### src/sv/uwbtri_pkg.sv
// shared types and constants for the three range trilateration block
package uwbtri_pkg;

    localparam int LEN_W     = 16;
    localparam int CFG_W     = 16;
    localparam int CFG_IDX_W = 3;
    localparam int POS_W     = 18;
    localparam int Z_W       = 16;
    localparam int FB_W      = 3;

    localparam logic [LEN_W-1:0] LEN_RESET = 16'd1000;

    typedef enum logic [CFG_IDX_W-1:0] {
        CFG_TAG_HEIGHT      = 3'd0,
        CFG_ANCHOR_TWO_X    = 3'd1,
        CFG_ANCHOR_TWO_Y    = 3'd2,
        CFG_BASELINE_LENGTH = 3'd3,
        CFG_SIDE_LENGTH_ONE = 3'd4,
        CFG_SIDE_LENGTH_TWO = 3'd5,
        CFG_REF_COSINE_ONE  = 3'd6,
        CFG_REF_COSINE_TWO  = 3'd7
    } cfg_idx_t;

    typedef struct packed {
        logic signed [CFG_W-1:0] tag_height;
        logic signed [CFG_W-1:0] anchor_two_x;
        logic signed [CFG_W-1:0] anchor_two_y;
        logic        [LEN_W-1:0] baseline_length;
        logic        [LEN_W-1:0] side_length_one;
        logic        [LEN_W-1:0] side_length_two;
        logic signed [CFG_W-1:0] ref_cosine_one;
        logic signed [CFG_W-1:0] ref_cosine_two;
    } cfg_t;

endpackage

### src/sv/uwb_three_range_trilateration.sv
// three anchor cosine rule trilateration top level
// the input stalls while an item is in work, so a new item is taken only once the last
// result is registered on the output; a cosine that falls back skips the divide steps
// the work runs on the shared multiplier and the one bit per cycle divide and root steps
// reset: registers to their listed values, last cosine to one, first flag set
module uwb_three_range_trilateration
#(
    parameter int RANGE_BITS    = 16,
    parameter int COS_FRAC_BITS = 14
)
(
    input  logic                                    clk,
    input  logic                                    rst_n,
    input  logic                                    in_valid,
    output logic                                    in_stall,
    input  logic [uwbtri_pkg::LEN_W-1:0]            range_zero,
    input  logic [uwbtri_pkg::LEN_W-1:0]            range_one,
    input  logic [uwbtri_pkg::LEN_W-1:0]            range_two,
    output logic                                    out_valid,
    input  logic                                    out_stall,
    output logic signed [uwbtri_pkg::POS_W-1:0]     pos_x,
    output logic signed [uwbtri_pkg::POS_W-1:0]     pos_y,
    output logic signed [uwbtri_pkg::Z_W-1:0]       pos_z,
    output logic                                    rear_flag,
    output logic                                    initial_flag,
    output logic [uwbtri_pkg::FB_W-1:0]             fallback_mask,
    input  logic                                    cfg_valid,
    output logic                                    cfg_ready,
    input  logic [uwbtri_pkg::CFG_IDX_W-1:0]        cfg_index,
    input  logic [uwbtri_pkg::CFG_W-1:0]            cfg_data
);

    localparam int F    = COS_FRAC_BITS;
    localparam int LW   = uwbtri_pkg::LEN_W;
    localparam int RW   = (RANGE_BITS < LW) ? RANGE_BITS : LW;
    localparam int CW   = F + 2;
    localparam int QW   = F + 1;
    localparam int MW   = (QW > LW) ? QW : LW;
    localparam int PW   = 2 * MW;
    localparam int DW   = 2 * LW + 1;
    localparam int NW   = DW + F + 1;
    localparam int SQW  = F + 4;
    localparam int VW   = 2 * F + 2;
    localparam int SUBW = (DW + 1 > SQW) ? DW + 1 : SQW;
    localparam int CNTW = $clog2(QW);
    localparam int PP   = F + 18;
    localparam int YW   = 20;
    localparam int RCW  = (CW > uwbtri_pkg::CFG_W) ? CW : uwbtri_pkg::CFG_W;
    localparam int POSW = uwbtri_pkg::POS_W;

    localparam logic signed [CW-1:0] COS_ONE = {2'b01, {F{1'b0}}};
    localparam logic signed [YW-1:0] POS_MAX = YW'((2 ** (POSW - 1)) - 1);
    localparam logic signed [YW-1:0] POS_MIN = -YW'(2 ** (POSW - 1));

    typedef enum logic [4:0] {
        S_IDLE, S_E0, S_E1, S_E2, S_E3, S_E4, S_DIV, S_DEND, S_EEND,
        S_Y0, S_Y1, S_X0, S_X1, S_SQ, S_X2, S_X3, S_DONE
    } state_t;

    uwbtri_pkg::cfg_t cfg;

    state_t                      state_reg;
    logic [RW-1:0]               r0_reg, r1_reg, r2_reg;
    logic [LW-1:0]               opa_reg, opb_reg, opc_reg;
    logic [DW-1:0]               acc_reg, mag_reg, den_reg, rem_reg;
    logic                        neg_reg;
    logic [QW-1:0]               nlo_reg, q_reg;
    logic [CNTW-1:0]             cnt_reg;
    logic signed [CW-1:0]        cos_reg, c1_reg, last_reg;
    logic                        fell_reg, c1_ok_reg, side_reg, rear_reg, first_reg;
    logic signed [uwbtri_pkg::CFG_W-1:0] ref_reg;
    logic [uwbtri_pkg::FB_W-1:0] fb_reg;
    logic signed [YW-1:0]        y_reg;
    logic signed [POSW-1:0]      x_reg;
    logic [SQW-1:0]              sqr_reg;
    logic [VW-1:0]               v_reg;
    logic                        out_valid_reg, rear_out_reg, init_out_reg;
    logic signed [POSW-1:0]      pos_x_reg, pos_y_reg;
    logic signed [uwbtri_pkg::Z_W-1:0] pos_z_reg;
    logic [uwbtri_pkg::FB_W-1:0] fb_out_reg;

    logic [MW-1:0]               mul_a, mul_b;
    logic [PW-1:0]               prod;
    logic [SUBW-1:0]             sub_a, sub_b;
    logic [SUBW:0]               sub_d;
    logic                        sub_ge;
    logic [DW:0]                 diff;
    logic [DW-1:0]               den_calc;
    logic [NW-1:0]               numer;
    logic                        cos_fell;
    logic [DW:0]                 div_t;
    logic [SQW-1:0]              sq_rs;
    logic [QW-1:0]               c1_mag, cos_mag;
    logic [PP-1:0]               rnd;
    logic [POSW-1:0]             pmag;
    logic signed [YW-1:0]        psc, y_calc, x_calc;
    logic signed [CW-1:0]        q_signed, c3_val;

    function automatic logic signed [POSW-1:0] sat_pos(input logic signed [YW-1:0] v);
        logic signed [YW-1:0] r;
        r = v;
        if (v > POS_MAX)
        begin
            r = POS_MAX;
        end
        else if (v < POS_MIN)
        begin
            r = POS_MIN;
        end
        return r[POSW-1:0];
    endfunction

    uwbtri_cfg u_cfg
    (
        .clk       (clk),
        .rst_n     (rst_n),
        .cfg_valid (cfg_valid),
        .cfg_ready (cfg_ready),
        .cfg_index (cfg_index),
        .cfg_data  (cfg_data),
        .cfg       (cfg)
    );

    uwbtri_mul #(.W(MW)) u_mul
    (
        .clk (clk),
        .a   (mul_a),
        .b   (mul_b),
        .p   (prod)
    );

    // magnitudes for the multiplier
    assign c1_mag  = c1_reg[CW-1] ? QW'(-c1_reg) : QW'(c1_reg);
    assign cos_mag = cos_reg[CW-1] ? QW'(-cos_reg) : QW'(cos_reg);

    always_comb
    begin
        mul_a = '0;
        mul_b = '0;
        case (state_reg)
            S_E0:
            begin
                mul_a = MW'(opb_reg);
                mul_b = MW'(opb_reg);
            end
            S_E1:
            begin
                mul_a = MW'(opc_reg);
                mul_b = MW'(opc_reg);
            end
            S_E2:
            begin
                mul_a = MW'(opa_reg);
                mul_b = MW'(opa_reg);
            end
            S_E3:
            begin
                mul_a = MW'(opb_reg);
                mul_b = MW'(opc_reg);
            end
            S_Y0:
            begin
                mul_a = MW'(r2_reg);
                mul_b = MW'(c1_mag);
            end
            S_X0:
            begin
                mul_a = MW'(cos_mag);
                mul_b = MW'(cos_mag);
            end
            S_X2:
            begin
                mul_a = MW'(r2_reg);
                mul_b = MW'(q_reg);
            end
            default:
            begin
                mul_a = '0;
                mul_b = '0;
            end
        endcase
    end

    // shared compare and subtract for divide and root steps
    assign div_t = {rem_reg, nlo_reg[QW-1]};
    assign sq_rs = {sqr_reg[SQW-3:0], v_reg[VW-1:VW-2]};

    always_comb
    begin
        if (state_reg == S_SQ)
        begin
            sub_a = SUBW'(sq_rs);
            sub_b = SUBW'({q_reg, 2'b01});
        end
        else
        begin
            sub_a = SUBW'(div_t);
            sub_b = SUBW'(den_reg);
        end
    end

    assign sub_d  = {1'b0, sub_a} - {1'b0, sub_b};
    assign sub_ge = !sub_d[SUBW];

    // cosine set-up arithmetic
    assign diff     = {1'b0, acc_reg} - {1'b0, DW'(prod)};
    assign den_calc = {prod[DW-2:0], 1'b0};
    assign numer    = (NW'(mag_reg) << F) + NW'(prod[DW-2:0]);
    assign cos_fell = (prod[DW-2:0] == '0) || (mag_reg > den_calc);
    assign q_signed = neg_reg ? -CW'(q_reg) : CW'(q_reg);
    assign c3_val   = c1_ok_reg ? c1_reg : last_reg;

    // round a range times cosine or sine product to whole mm
    assign rnd    = PP'(prod) + (PP'(1) << (F - 1));
    assign pmag   = rnd[F+POSW-1:F];
    assign psc    = signed'(YW'(pmag));
    assign y_calc = YW'(cfg.anchor_two_y) + (c1_reg[CW-1] ? -psc : psc);
    assign x_calc = YW'(cfg.anchor_two_x) + (rear_reg ? -psc : psc);

    assign in_stall      = (state_reg != S_IDLE);
    assign out_valid     = out_valid_reg;
    assign pos_x         = pos_x_reg;
    assign pos_y         = pos_y_reg;
    assign pos_z         = pos_z_reg;
    assign rear_flag     = rear_out_reg;
    assign initial_flag  = init_out_reg;
    assign fallback_mask = fb_out_reg;

    always_ff @(posedge clk or negedge rst_n)
    begin
        if (!rst_n)
        begin
            state_reg     <= S_IDLE;
            r0_reg        <= '0;
            r1_reg        <= '0;
            r2_reg        <= '0;
            opa_reg       <= '0;
            opb_reg       <= '0;
            opc_reg       <= '0;
            acc_reg       <= '0;
            mag_reg       <= '0;
            den_reg       <= '0;
            rem_reg       <= '0;
            neg_reg       <= 1'b0;
            nlo_reg       <= '0;
            q_reg         <= '0;
            cnt_reg       <= '0;
            cos_reg       <= '0;
            c1_reg        <= '0;
            last_reg      <= COS_ONE;
            fell_reg      <= 1'b0;
            c1_ok_reg     <= 1'b0;
            side_reg      <= 1'b0;
            rear_reg      <= 1'b0;
            first_reg     <= 1'b1;
            ref_reg       <= '0;
            fb_reg        <= '0;
            y_reg         <= '0;
            x_reg         <= '0;
            sqr_reg       <= '0;
            v_reg         <= '0;
            out_valid_reg <= 1'b0;
            rear_out_reg  <= 1'b0;
            init_out_reg  <= 1'b0;
            pos_x_reg     <= '0;
            pos_y_reg     <= '0;
            pos_z_reg     <= '0;
            fb_out_reg    <= '0;
        end
        else
        begin
            if (out_valid_reg && !out_stall && (state_reg != S_DONE))
            begin
                out_valid_reg <= 1'b0;
            end
            case (state_reg)
                S_IDLE:
                begin
                    if (in_valid)
                    begin
                        r0_reg    <= range_zero[RW-1:0];
                        r1_reg    <= range_one[RW-1:0];
                        r2_reg    <= range_two[RW-1:0];
                        opa_reg   <= LW'(range_one[RW-1:0]);
                        opb_reg   <= LW'(range_two[RW-1:0]);
                        opc_reg   <= cfg.baseline_length;
                        side_reg  <= 1'b0;
                        fb_reg    <= '0;
                        state_reg <= S_E0;
                    end
                end
                S_E0:
                begin
                    state_reg <= S_E1;
                end
                S_E1:
                begin
                    acc_reg   <= DW'(prod);
                    state_reg <= S_E2;
                end
                S_E2:
                begin
                    acc_reg   <= acc_reg + DW'(prod);
                    state_reg <= S_E3;
                end
                S_E3:
                begin
                    neg_reg   <= diff[DW];
                    mag_reg   <= diff[DW] ? DW'(-diff) : diff[DW-1:0];
                    state_reg <= S_E4;
                end
                S_E4:
                begin
                    den_reg <= den_calc;
                    rem_reg <= numer[NW-1:F+1];
                    nlo_reg <= numer[F:0];
                    q_reg   <= '0;
                    cnt_reg <= '0;
                    if (cos_fell)
                    begin
                        cos_reg   <= last_reg;
                        fell_reg  <= 1'b1;
                        state_reg <= S_EEND;
                    end
                    else
                    begin
                        state_reg <= S_DIV;
                    end
                end
                S_DIV:
                begin
                    rem_reg <= sub_ge ? sub_d[DW-1:0] : div_t[DW-1:0];
                    nlo_reg <= {nlo_reg[QW-2:0], 1'b0};
                    q_reg   <= {q_reg[QW-2:0], sub_ge};
                    cnt_reg <= cnt_reg + 1'b1;
                    if (cnt_reg == CNTW'(QW - 1))
                    begin
                        state_reg <= S_DEND;
                    end
                end
                S_DEND:
                begin
                    cos_reg   <= q_signed;
                    last_reg  <= q_signed;
                    fell_reg  <= 1'b0;
                    state_reg <= S_EEND;
                end
                S_EEND:
                begin
                    if (!side_reg)
                    begin
                        c1_reg    <= cos_reg;
                        c1_ok_reg <= !fell_reg;
                        fb_reg[0] <= fell_reg;
                        state_reg <= S_Y0;
                    end
                    else
                    begin
                        fb_reg[1] <= fell_reg;
                        fb_reg[2] <= !c1_ok_reg;
                        rear_reg  <= (RCW'(cos_reg) > RCW'(ref_reg));
                        // third cosine reuses the first, or the last stored one if the first fell back
                        cos_reg   <= c3_val;
                        last_reg  <= c3_val;
                        state_reg <= S_X0;
                    end
                end
                S_Y0:
                begin
                    state_reg <= S_Y1;
                end
                S_Y1:
                begin
                    y_reg    <= y_calc;
                    opa_reg  <= LW'(r0_reg);
                    side_reg <= 1'b1;
                    if (y_calc <= 0)
                    begin
                        opb_reg <= LW'(r1_reg);
                        opc_reg <= cfg.side_length_one;
                        ref_reg <= cfg.ref_cosine_one;
                    end
                    else
                    begin
                        opb_reg <= LW'(r2_reg);
                        opc_reg <= cfg.side_length_two;
                        ref_reg <= cfg.ref_cosine_two;
                    end
                    state_reg <= S_E0;
                end
                S_X0:
                begin
                    state_reg <= S_X1;
                end
                S_X1:
                begin
                    v_reg     <= (VW'(1) << (2 * F)) - prod[VW-1:0];
                    sqr_reg   <= '0;
                    q_reg     <= '0;
                    cnt_reg   <= '0;
                    state_reg <= S_SQ;
                end
                S_SQ:
                begin
                    sqr_reg <= sub_ge ? sub_d[SQW-1:0] : sq_rs;
                    q_reg   <= {q_reg[QW-2:0], sub_ge};
                    v_reg   <= {v_reg[VW-3:0], 2'b00};
                    cnt_reg <= cnt_reg + 1'b1;
                    if (cnt_reg == CNTW'(QW - 1))
                    begin
                        state_reg <= S_X2;
                    end
                end
                S_X2:
                begin
                    state_reg <= S_X3;
                end
                S_X3:
                begin
                    x_reg     <= sat_pos(x_calc);
                    state_reg <= S_DONE;
                end
                S_DONE:
                begin
                    if (!out_valid_reg || !out_stall)
                    begin
                        out_valid_reg <= 1'b1;
                        pos_x_reg     <= x_reg;
                        pos_y_reg     <= sat_pos(y_reg);
                        pos_z_reg     <= cfg.tag_height;
                        rear_out_reg  <= rear_reg;
                        init_out_reg  <= first_reg;
                        fb_out_reg    <= fb_reg;
                        first_reg     <= 1'b0;
                        state_reg     <= S_IDLE;
                    end
                end
                default:
                begin
                    state_reg <= S_IDLE;
                end
            endcase
        end
    end

`ifndef ASSERT_OFF
    // stored cosine never leaves the unit interval
    a_last_range: assert property (@(posedge clk) disable iff (!rst_n)
        (last_reg <= COS_ONE) && (last_reg >= -COS_ONE))
        else $error("stored cosine out of range");

    // a transaction on the input starts work that holds off the next one
    a_busy_after_accept: assert property (@(posedge clk) disable iff (!rst_n)
        (in_valid && !in_stall) |=> in_stall)
        else $error("input not held off after transaction");

    // a finished divide gives a quotient no larger than one
    a_quot_range: assert property (@(posedge clk) disable iff (!rst_n)
        (state_reg == S_DEND) |-> (q_reg <= QW'(COS_ONE)))
        else $error("cosine quotient above one");

    // sine from the root never exceeds one
    a_sine_range: assert property (@(posedge clk) disable iff (!rst_n)
        (state_reg == S_X2) |-> (q_reg <= QW'(COS_ONE)))
        else $error("sine above one");

    // the side evaluation only starts after y is known
    a_side_order: assert property (@(posedge clk) disable iff (!rst_n)
        (state_reg == S_Y1) |=> (state_reg == S_E0) && side_reg)
        else $error("side evaluation out of order");
`endif

endmodule

### src/sv/uwbtri_cfg.sv
// configuration register file
module uwbtri_cfg
(
    input  logic                                clk,
    input  logic                                rst_n,
    input  logic                                cfg_valid,
    output logic                                cfg_ready,
    input  logic [uwbtri_pkg::CFG_IDX_W-1:0]    cfg_index,
    input  logic [uwbtri_pkg::CFG_W-1:0]        cfg_data,
    output uwbtri_pkg::cfg_t                    cfg
);

    uwbtri_pkg::cfg_t cfg_reg;

    assign cfg_ready = 1'b1;
    assign cfg       = cfg_reg;

    always_ff @(posedge clk or negedge rst_n)
    begin
        if (!rst_n)
        begin
            cfg_reg                 <= '0;
            cfg_reg.baseline_length <= uwbtri_pkg::LEN_RESET;
            cfg_reg.side_length_one <= uwbtri_pkg::LEN_RESET;
            cfg_reg.side_length_two <= uwbtri_pkg::LEN_RESET;
        end
        else if (cfg_valid && cfg_ready)
        begin
            case (uwbtri_pkg::cfg_idx_t'(cfg_index))
                uwbtri_pkg::CFG_TAG_HEIGHT:      cfg_reg.tag_height      <= cfg_data;
                uwbtri_pkg::CFG_ANCHOR_TWO_X:    cfg_reg.anchor_two_x    <= cfg_data;
                uwbtri_pkg::CFG_ANCHOR_TWO_Y:    cfg_reg.anchor_two_y    <= cfg_data;
                uwbtri_pkg::CFG_BASELINE_LENGTH: cfg_reg.baseline_length <= cfg_data;
                uwbtri_pkg::CFG_SIDE_LENGTH_ONE: cfg_reg.side_length_one <= cfg_data;
                uwbtri_pkg::CFG_SIDE_LENGTH_TWO: cfg_reg.side_length_two <= cfg_data;
                uwbtri_pkg::CFG_REF_COSINE_ONE:  cfg_reg.ref_cosine_one  <= cfg_data;
                uwbtri_pkg::CFG_REF_COSINE_TWO:  cfg_reg.ref_cosine_two  <= cfg_data;
                default:                         cfg_reg.tag_height      <= cfg_reg.tag_height;
            endcase
        end
    end

endmodule

### src/sv/uwbtri_mul.sv
// shared unsigned multiplier with registered product
module uwbtri_mul
#(
    parameter int W = 16
)
(
    input  logic           clk,
    input  logic [W-1:0]   a,
    input  logic [W-1:0]   b,
    output logic [2*W-1:0] p
);

    logic [2*W-1:0] p_reg;

    assign p = p_reg;

    always_ff @(posedge clk)
    begin
        p_reg <= a * b;
    end

endmodule
### config.mk
export PLATFORM = sky130hd
export DESIGN_NAME = uwb_three_range_trilateration
export DESIGN_NICKNAME = d
export VERILOG_FILES = /design/src/sv/uwbtri_pkg.sv /design/src/sv/uwb_three_range_trilateration.sv /design/src/sv/uwbtri_cfg.sv /design/src/sv/uwbtri_mul.sv
export SDC_FILE = /design/constraint.sdc
export NUM_CORES = 2
export LEC_CHECK = 0
export BUFFER_PORTS_ARGS = -buffer_cell sky130_fd_sc_hd__clkbuf_2
export CORE_MARGIN = 2
export CORE_UTILIZATION = 40
export CTS_BUF_LIST = sky130_fd_sc_hd__clkbuf_8
export CTS_CLUSTER_DIAMETER = 40
export DETAILED_ROUTE_END_ITERATION = 16
export HOLD_SLACK_MARGIN = 0.08
export MAX_ROUTING_LAYER = met4
export PLACE_DENSITY = 0.65
export SYNTH_ARGS = -nofsm -noshare
export SYNTH_HDL_FRONTEND = slang
export SYNTH_SLANG_ARGS = --single-unit
### constraint.sdc
create_clock -name clk -period 16.17 [get_ports clk]
set_input_delay 2.4255 -clock clk [delete_from_list [all_inputs] [get_ports clk]]
set_output_delay 2.4255 -clock clk [all_outputs]
set_load 0.005 [all_outputs]
Word level (Yosys, flattened, before mapping)
Cells that the tools add are included.
{"block": "word_totals", "regBits": 641, "in_bits": 72, "out_inout_bits": 60, "elab_cells": 202}
{"block": "classes", "addsub": 14, "multipliers": 1, "magnitude_cmp": 7, "n_eq_ne": 32, "muxes": 55, "bitwise": 1, "n_reduce_logical": 46}
{"cell": "two-way mux 16 bit", "n": 11}
{"cell": "case mux 16 bit (2 select lines)", "n": 5}
{"cell": "case mux 33 bit (2 select lines)", "n": 2}
{"cell": "two-way mux 33 bit", "n": 3}
{"cell": "case mux 16 bit (6 select lines)", "n": 1}
{"cell": "case mux 5 bit (17 select lines)", "n": 1}
{"cell": "case mux 16 bit (5 select lines)", "n": 1}
{"cell": "two-way mux 18 bit", "n": 4}
{"cell": "case mux 15 bit (2 select lines)", "n": 2}
{"cell": "case mux 30 bit (2 select lines)", "n": 1}
{"cell": "adder 47 x 32 -> 48 bit", "n": 1}
{"cell": "case mux 16 bit (3 select lines)", "n": 1}
{"cell": "adder 16 x 20 -> 20 bit", "n": 2}
{"cell": "== test 5 x 4 -> 1 bit (second input constant)", "n": 8}
{"cell": "greater-than comparator 20 x 18 -> 1 bit (second input constant)", "n": 2}
{"cell": "< comparator 20 x 18 -> 1 bit (second input constant)", "n": 2}
{"cell": "two-way mux 20 bit", "n": 2}
{"cell": "subtractor 34 x 33 -> 35 bit", "n": 1}
{"cell": "two-way mux 34 bit", "n": 1}
{"cell": "subtractor 33 x 32 -> 34 bit", "n": 1}
{"cell": "adder 33 x 32 -> 33 bit", "n": 1}
{"cell": "greater-than comparator 33 bit", "n": 1}
{"cell": "negation 33 bit", "n": 1}
{"cell": "adder 32 x 14 -> 32 bit (second input constant)", "n": 1}
{"cell": "other kinds (42)", "n": 100}

Depth between registers and ports, before layout
{"block": "depth", "depth_word": 7, "ltp_mapped": 36}

Hierarchy
Synthesis repeated with hierarchy kept, for this count alone.
{"block": "hier_totals", "hier_cells": 5428, "area_unflattened_um2": 48298.8}
{"mod": "uwb_three_range_trilateration", "n_inst": 1, "cells_per_inst": 4102, "area_each_um2": 34052.7}
{"mod": "uwbtri_mul", "n_inst": 1, "cells_per_inst": 1045, "area_each_um2": 9297.7}
{"mod": "uwbtri_cfg", "n_inst": 1, "cells_per_inst": 281, "area_each_um2": 4948.5}

Least setup slack after synthesis
OpenSTA, ideal clock, no wires.
{"block": "synth_path", "path_type": "register to register", "from": "register cos_reg[8]", "to": "register u_mul.p_reg[31] (netlist: u_mul.p[31])", "setup_ns": 0.072, "arrival_ns": 8.225, "t_required_ns": 16.098, "slack_ns": 7.873, "stages_incl_launch_ff": 29, "n_path_buf": 0, "period_less_slack_ns": 8.297, "cell_sequence": "dfrtp_1 > or4_1 > or3_1 > o31ai_1 > xor2_1 > o21ai_0 > a2111oi_2 > nor2_1 > fa_1 > fa_1 > fa_1 > fa_1 > fa_1 > inv_1 > fa_1 > inv_1 > ha_1 > a21oi_1 > nor2b_1 > o21ai_0 > nand2b_1 > a21o_1 > a211o_1 > a41oi_1 > o21ai_1 > a41oi_1 > o311ai_0 > a21oi_1 > xnor2_1"}
{"block": "synth_between", "elab_chain_cells": 4}
{"element": "start: declaration", "line": "uwb_three_range_trilateration.sv:69", "rtl": "logic signed [CW-1:0] cos_reg, c1_reg, last_reg;"}
{"element": "start signal: assignment", "line": "uwb_three_range_trilateration.sv:321", "rtl": "cos_reg <= last_reg;"}
{"element": "start signal: assignment", "line": "uwb_three_range_trilateration.sv:343", "rtl": "cos_reg <= q_signed;"}
{"element": "start signal: assignment", "line": "uwb_three_range_trilateration.sv:363", "rtl": "cos_reg <= c3_val;"}
{"element": "negation 15 bit", "line": "uwb_three_range_trilateration.sv:134", "rtl": "assign cos_mag = cos_reg[CW-1] ? QW'(-cos_reg) : QW'(cos_reg);"}
{"element": "two-way mux 15 bit (*)", "line": "uwb_three_range_trilateration.sv:134"}
{"element": "case mux 16 bit (6 select lines) / case mux 16 bit (5 select lines) (equally long branches)", "line": "uwb_three_range_trilateration.sv:140", "rtl": "case (state_reg)"}
{"element": "multiplier 16 x 16 -> 32 bit (*)", "line": "uwbtri_mul.sv:19", "rtl": "p_reg <= a * b;"}
{"element": "end signal: assignment", "line": "uwbtri_mul.sv:19"}
{"element": "end: declaration", "line": "uwbtri_mul.sv:13", "rtl": "logic [2*W-1:0] p_reg;"}
Every way passes the cells marked *; elsewhere a longest branch is shown, timed or not.
A chain may end at the register's enable or synchronous reset.

Final worst setup path
{"block": "layout_path", "from": "register state_reg[4]", "to": "register u_mul.p_reg[31] (netlist: u_mul.p[31])"}
{"block": "layout_between", "elab_chain_cells": 4}
{"element": "start: declaration", "line": "uwb_three_range_trilateration.sv:62", "rtl": "state_t state_reg;"}
{"element": "start signal: assignment", "line": "uwb_three_range_trilateration.sv:233", "rtl": "state_reg <= S_IDLE;"}
{"element": "start signal: assignment", "line": "uwb_three_range_trilateration.sv:289", "rtl": "state_reg <= S_E0;"}
{"element": "start signal: assignment", "line": "uwb_three_range_trilateration.sv:294", "rtl": "state_reg <= S_E1;"}
{"element": "== test 5 x 3 -> 1 bit, or another cell as far along", "line": "uwb_three_range_trilateration.sv:140"}
{"element": "OR reduction 2 bit (no line)"}
{"element": "case mux 16 bit (6 select lines) / case mux 16 bit (5 select lines) (equally long branches)", "line": "uwb_three_range_trilateration.sv:140"}
{"element": "multiplier 16 x 16 -> 32 bit (*)", "line": "uwbtri_mul.sv:19"}
Marks and branches as above.

==> summary.txt <==
Fill cell count: 11370
Post-Syn Nets: 5845
Max Root-Sink Buffers: 3
Die Height: 346.8 um
Drt total wl: 143.3 mm
CTS buffer count: 118
Area occupied by multi-input gates: 28820 um2
Port-buffer cells: 130
Final Cycle Share: 58.65%
Layout Nets: 5912
Via-per-instance ratio: 5.590
Synth Instances: 5258
Initial drt markers: 3309
Sink Count: 641
Die boundary width: 346.8 um
Die footprint: 120300 um2
Initial antenna violation count: 5
Worst Tran Pin Value: 1.186 ns
CTS tree: done
Max incr delay on CP: 0.68 ns
DR WL/cell: 20.60 um
Final hold vios: 0
Clock skew: 0.05253 ns
CORE AREA: 116400 um2
Setup Crit Path Kind: reg2reg
Detailed Place HPWL: 107.4 mm
Post-synth top flop: dfrtp_1
CTS Root Cell: clkbuf_8
DRT antenna net count: 0
Synth Cell Area: 47000 um2
CP Launch Type: flop
Hold Crit Class: reg2reg
Worst EP required: 16.87 ns
Global Route Usage Sum: 24.24%
Final slew viol count: 0
Number of flip-flops under the largest register name: 128
First-pass GRT wire length: 223.5 mm
Syn Area/Cell: 8.939 um2
Area leader, netlist: dfrtp_1
CTS clk-pin slew, worst paths: 0.06 ns
H-tree depth: 3
Setup TNS: 0 ns
Fmax: 0.1054 GHz
Fraction of registers with async set/reset: 95.01%
Post-CTS resize count: 0
Worst endpoint data arrival time: 10.18 ns
Worst Hold Slack: 0.4665 ns
RSZ-0062 raised after global routing: false
Fin crit period: 9.484 ns
Ports: 132
Max-cap viol count: 0
Inst Count DP: 6729
Worst setup margin: 6.686 ns
Sequential area share after synthesis: 33.84%
Router iterations before antenna repair: 6
Reg area: 15910 um2
Status: finished, final reports clean
Postcts setup bufs: 0
CTS Hold Bufs: 0
Routability cong.: 0.9938
Post-route insts no fill: 6954
Row cnt: 125
# setup viols final: 0
Synth cell types: 100
Post-synthesis register bit count: 641
Normalized max-slew margin: 20.42%
Crit-path most repeated cell: fa_1
Largest net degree at the start of global routing: 155
EDFF count, synth: 0
Total gr overflow: 0
Yosys top cell area share: 31.36%
Vias in the first global route: 37540
Crit end category: flop
Via count: 38870
Starting Density: 40.39%
Top cells by area, synth: dfrtp_1 31%, fa_1 8.5%, ha_1 8.4%
Fraction of layout cells with a size suffix above 1: 12.38%
Worst slack at placement: 6.759 ns
Area delta synth->final: 10.27%
DRC Markers: 0
Clk_lat worst skew: 0.81 ns
Worst-path maximum fanout: 64
Yosys warning count: 0
Crit path max-delay cell type: nand3b_1
## critical path, delay by kind of cell, from the launching register on
family / cells / cell delay [ns]
buffers and inverters: 6 / 1.00
adders and majority gates: 7 / 3.20
DFF: 1 / 0.56
and+or+nand+nor: 5 / 1.63
xor gates and xnor gates: 1 / 0.13
AOI/OAI and AO/OA: 12 / 2.83
## layout by cell type, fill, tap and decap left out, types with 17 or more instances in the layout
cell type and instances:
o211ai_1 18, inv_1 395, or3_1 31, clkbuf_8 147, dfrtp_1 589, a21oi_1 295
nor2_1 396, nor4_1 17, fa_1 200, nor3_1 59, o31ai_1 30, xnor2_1 206
a31oi_1 52, clkbuf_2 129, a222oi_1 23, nand2_1 878, and2_1 40, and3_1 47
buf_4 67, or2_2 23, nand3_1 51, a211oi_1 22, nand2b_1 35, mux2_2 192
dfstp_2 20, o21bai_1 23, o21ai_1 51, o21ai_0 286, a21o_1 71, nor2b_1 43
ha_1 315, a22oi_1 99, o22ai_1 37, o21a_1 41, nand4_1 36, mux2i_1 77
dfxtp_1 32, xor2_1 100
## per-layer routing
metal  up-vias  share of wire (%)  track usage, %
li1      18250                  -               -
met1     19130                 46           33.58
met2      1272                 45           36.57
met3       221                6.5           3.734
met4         0                3.0           7.365
met5         -                  0               -
## synthesized netlist by cell type, drive strengths merged, types with 41 or more instances
cell / instances
a21o: 71
a21oi: 297
a22oi: 99
a31oi: 54
and3: 49
buf: 57
clkbuf: 194
dfrtp: 589
fa: 200
ha: 315
inv: 362
mux2: 194
mux2i: 77
nand2: 885
nand3: 53
nor2: 403
nor2b: 43
nor3: 63
o21a: 41
o21ai: 337
xnor2: 206
xor2: 100
## final timing paths
path                         startpoint           to  slack (ns)  depth (start not counted)
hold / removal                 v_reg[1]     v_reg[3]        0.47                          2
setup / recovery           state_reg[4]  u_mul.p[31]        6.69                         31
min in group asynchronous         rst_n    pos_x[17]        1.63                          1
setup reg to reg           state_reg[4]  u_mul.p[31]        6.69                         31
hold reg to reg                v_reg[1]     v_reg[3]        0.47                          2
max in group asynchronous         rst_n   ref_reg[9]       11.73                          4
## per-stage QoR
step,instance area [um2],utilization (%)
6_report,51830,44.54
5_1_grt,51830,44.54
4_1_cts,51820,44.54
3_5_place_dp,49180,42.26
3_3_place_gp,49180,42.26
2_1_floorplan,47000,-
## kinds of logic (layout without fill, tap and decap cells)
logic type,Yosys count,count (layout),synth area share (%)
mux,271,271,6.287
buf+inv,614,782,5.124
xor+xnor,306,306,5.702
fa+ha+maj,515,515,16.90
flops,641,641,33.84
compound gates,1180,1180,15.92
other cells,1,5,0.007978
simple gates,1730,1730,16.22
## layout make-up
cell class              instances  area share [%]
diodes                          4         0.01931
inverters                     363           2.629
repair buffers                198           2.284
clock buffers                 147           3.903
flip-flops and latches        641           30.69
clock inverters                74           1.195
multi-input cells            4003           55.61
well taps                    1524           3.679
Power is left out: the tool's default activity adds up to more than one toggle a clock period on the data nets, which glitch-free logic cannot reach.
